### src/sv/mbb_pkg.sv
// ----------------------------------------------------------------------------
// mbb_pkg
// Shared types and constants for the Bellman backup core.
// ----------------------------------------------------------------------------
package mbb_pkg;

	localparam int NUM_STATES     = 256;
	localparam int MAX_ACTIONS    = 8;
	localparam int MAX_SUCCESSORS = 8;

	localparam int SW = $clog2(NUM_STATES);
	localparam int AW = $clog2(MAX_ACTIONS);
	localparam int LW = $clog2(MAX_SUCCESSORS);

	localparam logic [3:0] UNEXPANDED = 4'd8;

	typedef enum logic [2:0] {
		CMD_COST   = 3'd0,
		CMD_SUCC   = 3'd1,
		CMD_VALUE  = 3'd2,
		CMD_UPDATE = 3'd3,
		CMD_READ   = 3'd4
	} cmd_t;

	typedef enum logic [0:0] {
		REG_NUM_ACTIONS = 1'b0,
		REG_NUM_SLOTS   = 1'b1
	} reg_idx_t;

	typedef enum logic [3:0] {
		ST_IDLE,
		ST_A_COST,
		ST_A_LOAD,
		ST_S_CHK,
		ST_S_MUL,
		ST_S_ADD,
		ST_A_END,
		ST_WB,
		ST_R_ISSUE,
		ST_R_DATA
	} state_t;

	typedef struct packed {
		logic capture;
		logic cost_rd;
		logic q_init;
		logic val_rd_succ;
		logic mul;
		logic q_add;
		logic act_end;
		logic wb;
		logic rd_issue;
		logic rd_out;
	} dp_cmd_t;

	typedef struct packed {
		logic slot_stop;
		logic last_action;
		logic out_free;
	} dp_sts_t;

endpackage

### src/sv/mbb_ctrl.sv
// ----------------------------------------------------------------------------
// mbb_ctrl
// Sequencer for load, update and read beats.
// ----------------------------------------------------------------------------
module mbb_ctrl
	import mbb_pkg::*;
(
	input  logic       clk,
	input  logic       arst_n,
	input  logic       in_valid,
	input  logic [2:0] cmd,
	output logic       in_ready,
	input  dp_sts_t    sts,
	output dp_cmd_t    dcmd
);

	state_t state_q, state_d;
	logic   accept;

	assign accept = in_valid && in_ready;

	always_ff @(posedge clk or negedge arst_n) begin
		if (!arst_n) begin
			state_q <= ST_IDLE;
		end else begin
			state_q <= state_d;
		end
	end

	always_comb begin
		state_d = state_q;
		unique case (state_q)
			ST_IDLE: begin
				if (accept) begin
					if (cmd == CMD_UPDATE) state_d = ST_A_COST;
					else if (cmd == CMD_READ) state_d = ST_R_ISSUE;
				end
			end
			ST_A_COST:  state_d = ST_A_LOAD;
			ST_A_LOAD:  state_d = ST_S_CHK;
			ST_S_CHK:   state_d = sts.slot_stop ? ST_A_END : ST_S_MUL;
			ST_S_MUL:   state_d = ST_S_ADD;
			ST_S_ADD:   state_d = ST_S_CHK;
			ST_A_END:   state_d = sts.last_action ? ST_WB : ST_A_COST;
			ST_WB:      if (sts.out_free) state_d = ST_IDLE;
			ST_R_ISSUE: state_d = ST_R_DATA;
			ST_R_DATA:  if (sts.out_free) state_d = ST_IDLE;
			default:    state_d = ST_IDLE;
		endcase
	end

	always_comb begin
		dcmd     = '0;
		in_ready = 1'b0;
		unique case (state_q)
			ST_IDLE: begin
				in_ready     = 1'b1;
				dcmd.capture = in_valid;
			end
			ST_A_COST:  dcmd.cost_rd     = 1'b1;
			ST_A_LOAD:  dcmd.q_init      = 1'b1;
			ST_S_CHK:   dcmd.val_rd_succ = !sts.slot_stop;
			ST_S_MUL:   dcmd.mul         = 1'b1;
			ST_S_ADD:   dcmd.q_add       = 1'b1;
			ST_A_END:   dcmd.act_end     = 1'b1;
			ST_WB:      dcmd.wb          = sts.out_free;
			ST_R_ISSUE: dcmd.rd_issue    = 1'b1;
			ST_R_DATA:  dcmd.rd_out      = sts.out_free;
			default:    dcmd             = '0;
		endcase
	end

endmodule

### config.mk
export PLATFORM = sky130hd
export DESIGN_NAME = mbb_ctrl
export DESIGN_NICKNAME = d
export VERILOG_FILES = /design/src/sv/mbb_pkg.sv /design/src/sv/mbb_ctrl.sv
export SDC_FILE = /design/constraint.sdc
export NUM_CORES = 1
export LEC_CHECK = 0
export BUFFER_PORTS_ARGS = -buffer_cell sky130_fd_sc_hd__buf_4
export CORE_AREA = 2 2 39 41
export DETAILED_ROUTE_END_ITERATION = 10
export DIE_AREA = 0 0 41 43
export PLACE_DENSITY_LB_ADDON = 0.3
export SLEW_MARGIN = 15
export SYNTH_ARGS = -nofsm -noshare
export SYNTH_HDL_FRONTEND = slang
export SYNTH_SLANG_ARGS = --single-unit
### constraint.sdc
create_clock -name clk -period 2.45 [get_ports clk]
set_input_delay 0.49 -clock clk [delete_from_list [all_inputs] [get_ports clk]]
set_output_delay 0.49 -clock clk [all_outputs]
set_load 0.01 [all_outputs]
==> flow_results.org <==
** Outcome
- Result of the run :: complete, no violations

** Finish
- Fill cells in the final layout number 152.
- Non-filler cells in the finished layout :: 87
- Of the cells placed in the final design, the portion with a size suffix greater than 1 is 0.3803.
- Flip-flop count of the largest register, all copies and words added :: 4
- The largest registers in the layout are state_q (4).
- The net count of the finished layout is 82.
- Biggest register :: state_q
- The repair_antennas step left the layout with diodes totalling 0.
- Layout area overhead :: 36.00%

** Floorplanning
- The die covers 0.001763 sq mm.
- Height of the die :: approximately 43 microns
- CORE AREA :: about 0.0014 sq mm
- From left edge to right edge, the die measures 41 microns.
- Effective utilization at floorplan :: 0.2939
- Top-Level Pins :: 20
- In this run the core area contains 14 standard-cell rows.

** Clock tree
- TritonCTS built the clock tree.
- After clock tree synthesis, the setup repair step added 0 buffers.
- Clock latency at the later pin of the worst-skew pair :: 0.23 ns
- Clock transition time at the flip-flop clock pins of the worst setup and hold paths :: 0.04 ns
- CTS sink count :: 4
- CTS built an H-tree with a depth of 1.
- Quantity of hold-fixing buffers added after cts :: 0
- Resize count post-CTS :: 0
- The number of clock buffers added by TritonCTS is 3.
- Clock root buffer :: sky130_fd_sc_hd__clkbuf_4
- Max clock buf depth :: 2

** Placed design
- Number of port buffers :: 19
- The congestion estimate from routability-driven global placement came to ~0.76.
- Including well taps, the total number of placed cells is 84.
- Post-DP HPWL :: around 730 microns

** Worst setup path
- Register-to-register setup slack :: between 1 and 1.5 ns
- Following the worst setup path forward leads to its endpoint at dcmd[9].
- The worst setup path is of the flop to primary output kind.
- Arrival @ worst endpoint :: 1.48 ns
- R2R Path Start :: state_q[3]
- Kind of end point of the critical path :: primary output
- Destination of the worst register-to-register timing path :: state_q[0]
- Startpoint of the worst setup timing path :: state_q[1]
- Data required time at the worst endpoint :: 1.96 ns
- Critical-path maximum fanout :: 15
- Worst Setup Start Kind :: flop
- Number of cells on the worst reg-to-reg path :: 4

** Timing
- Hold_ws :: 0.04148 ns
- The routed design could run at a clock period as short as 1.965 ns.
- Setup repair after global routing left no endpoint under its margin.
- Final setup violating endpoints :: 0
- TNS Setup :: 0 ns
- Clock tree skew after final layout :: slightly below 0.006 ns
- Post-route clock period utilization :: 0.8021
- Based on the critical path, the design can be clocked at up to 0.5089 GHz.
- At the pin with the least slew margin, the transition time is 0.4794 ns.
- The number of hold violations in the final report came to 0.
- The final-report max-slew violation count is 0.
- Slew margin rel. :: 0.6804

** Pwr
- Peak supply drop :: 0.3165 mV
- Cell area power density :: roughly 1100 mW/mm^2
- In this run the static leakage power is 0.2460 nW.

** Synth
- Post-synthesis area per instance :: 7.530 sq um
- Number of distinct library cells after synthesis :: 29
- Area share of the largest cell type after synthesis :: 0.2462
- After synthesis the cells add up to 406.6 sq um.
- Of the total synthesized cell area, the portion taken by AND, OR, NAND and NOR gates is 0.3415.
- Of the total synthesized cell area, the portion taken by full adders, half adders and majority gates is 0.
- Net count after synthesis :: 63
- Cell taking the most area after synthesis :: sky130_fd_sc_hd__dfrtp_1
- Sequential share of the synthesized area :: 0.2462
- Share of flip-flops with an asynchronous set or reset :: 1.000
- Sorting the synthesized cells by area gives the leading types as sky130_fd_sc_hd__dfrtp_1 25%, sky130_fd_sc_hd__nor3_1 8.6%, sky130_fd_sc_hd__nand2_1 5.5%.
- Of the post-synthesis cell area, the part taken by muxes is 0.
- Count of flip-flops with a built-in enable after synthesis :: 0
- Yosys instantiated no cell more often than sky130_fd_sc_hd__nor3_1.
- Post-synth top cells :: 7 x sky130_fd_sc_hd__nor3_1, 6 x sky130_fd_sc_hd__nand2_1, 4 x sky130_fd_sc_hd__dfrtp_1, 4 x sky130_fd_sc_hd__nor2_1
- Main combinational cell family by area after synthesis :: simple AND/OR/NAND/NOR gates
- The area fraction in compound gates after synthesis came to 0.2800.
- Of the total synthesized cell area, the portion taken by XOR and XNOR cells is 0.
- During synthesis, Yosys emitted a total of 0 warnings.
- The synthesized design contains 4 register bits.
- Mapped Cells :: 54
- Commonest register cell after synthesis :: sky130_fd_sc_hd__dfrtp_1

** Route
- The detailed router placed 452 vias in this run.
- Vias per inst :: approximately 5.2
- DR WL/cell :: around 12 microns
- After the first detailed-routing iteration, the DRC count stood at 3.
- Iteration count of the initial detailed-routing pass :: 4
- Wires add up to 1.011 mm.
- DRT antenna net count :: 0
- DRC violations left :: 0

** Hold path
- The tightest min-delay check is of the input pin to asynchronous set/reset pin type.

** Global routing
- Aggregate global-route resource usage :: 0.1370
- The initial antenna violation count was 0.
- Pin count of the biggest net entering global routing :: 16
- The first global-routing pass estimated between 1.5 and 2 mm of wire.
- Via count of the first global-routing pass :: 384
- Summed over all layers, the global routing overflow is 0.

** Run
- Maximum capacitance violations :: 0
-- cell type report --
cell class	instances	area [sq um]	share of cell area
sequential	4	100.1	0.1810
timing repair buffer	19	142.6	0.2579
tap	16	20.02	0.03620
inverter	4	15.01	0.02715
clock buffer	3	22.52	0.04072
multi-input combinational	41	252.7	0.4570
-- stage by stage --
| step | cell area [sq um] | setup WS [ns] | utilization | power [mW] |
|---|---|---|---|---|
| 3_5_place_dp | 530.5 | 0.7233 | 0.3834 | 0.5531 |
| 4_1_cts | 553.0 | 0.4773 | 0.3996 | 0.6394 |
| 3_3_place_gp | 530.5 | 0.7521 | 0.3834 | 0.5501 |
| 2_1_floorplan | 406.6 | 0.7930 | - | 0.4617 |
| 5_1_grt | 553.0 | 0.3487 | 0.3996 | 0.7024 |
| 6_report | 553.0 | 0.4849 | 0.3996 | 0.6342 |
-- cell families after synthesis --
| family | after synthesis |
|---|---|
| and+or+nand+nor | 26 |
| DFF | 4 |
| buffers and inverters | 9 |
| AOI/OAI and AO/OA | 15 |
-- critical path, cell delays in order (launching register included) --
cell	delay, ns
sky130_fd_sc_hd__dfrtp_1	0.54
sky130_fd_sc_hd__nor4_2	0.42
sky130_fd_sc_hd__and2_1	0.18
sky130_fd_sc_hd__buf_4	0.11
-- cell usage in the layout (no fill, tap or decap), drive strengths merged --
| cell type | count |
|---|---|
| a21oi | 4 |
| and3b | 1 |
| nor3 | 7 |
| nor4 | 2 |
| nand2 | 6 |
| buf | 19 |
| and2 | 1 |
| nand3 | 1 |
| a21o | 1 |
| o22ai | 1 |
| nor2 | 4 |
| o21ai | 3 |
| o21a | 1 |
| a2111oi | 1 |
| nor3b | 1 |
| nand2b | 2 |
| inv | 4 |
| or2b | 1 |
| clkbuf | 3 |
| a311oi | 1 |
| o211ai | 1 |
| o32ai | 1 |
| dfrtp | 4 |
| a32o | 1 |
-- per-layer routing --
layer  up-vias  wire length, microns  GRT usage
li1        230                     -          -
met1       201                   408     0.1981
met2        21                   511     0.2063
met3         0                    90    0.01571
met4         0                     0    0.04000
met5         -                     0          0
-- worst min path at each step --
stage	start	to	slack, ns	cells past startpoint
after floorplan	arst_n	state_q[0]	0.19	0
after global placement	arst_n	state_q[3]	0.29	1
after detailed placement	arst_n	state_q[2]	0.29	1
after CTS	arst_n	state_q[3]	0.03	1
after global routing	arst_n	state_q[3]	0.03	1
final	arst_n	state_q[3]	0.04	1
-- report_power, final --
| group | leakage (nW) | internal, mW | switching, mW |
|---|---|---|---|
| clock | 0.0138 | 0.0548 | 0.0271 |
| combinational | 0.180 | 0.184 | 0.167 |
| sequential | 0.0520 | 0.0938 | 0.107 |
| total | 0.246 | 0.333 | 0.301 |
Note: power is estimated with default switching activity, not from simulation.
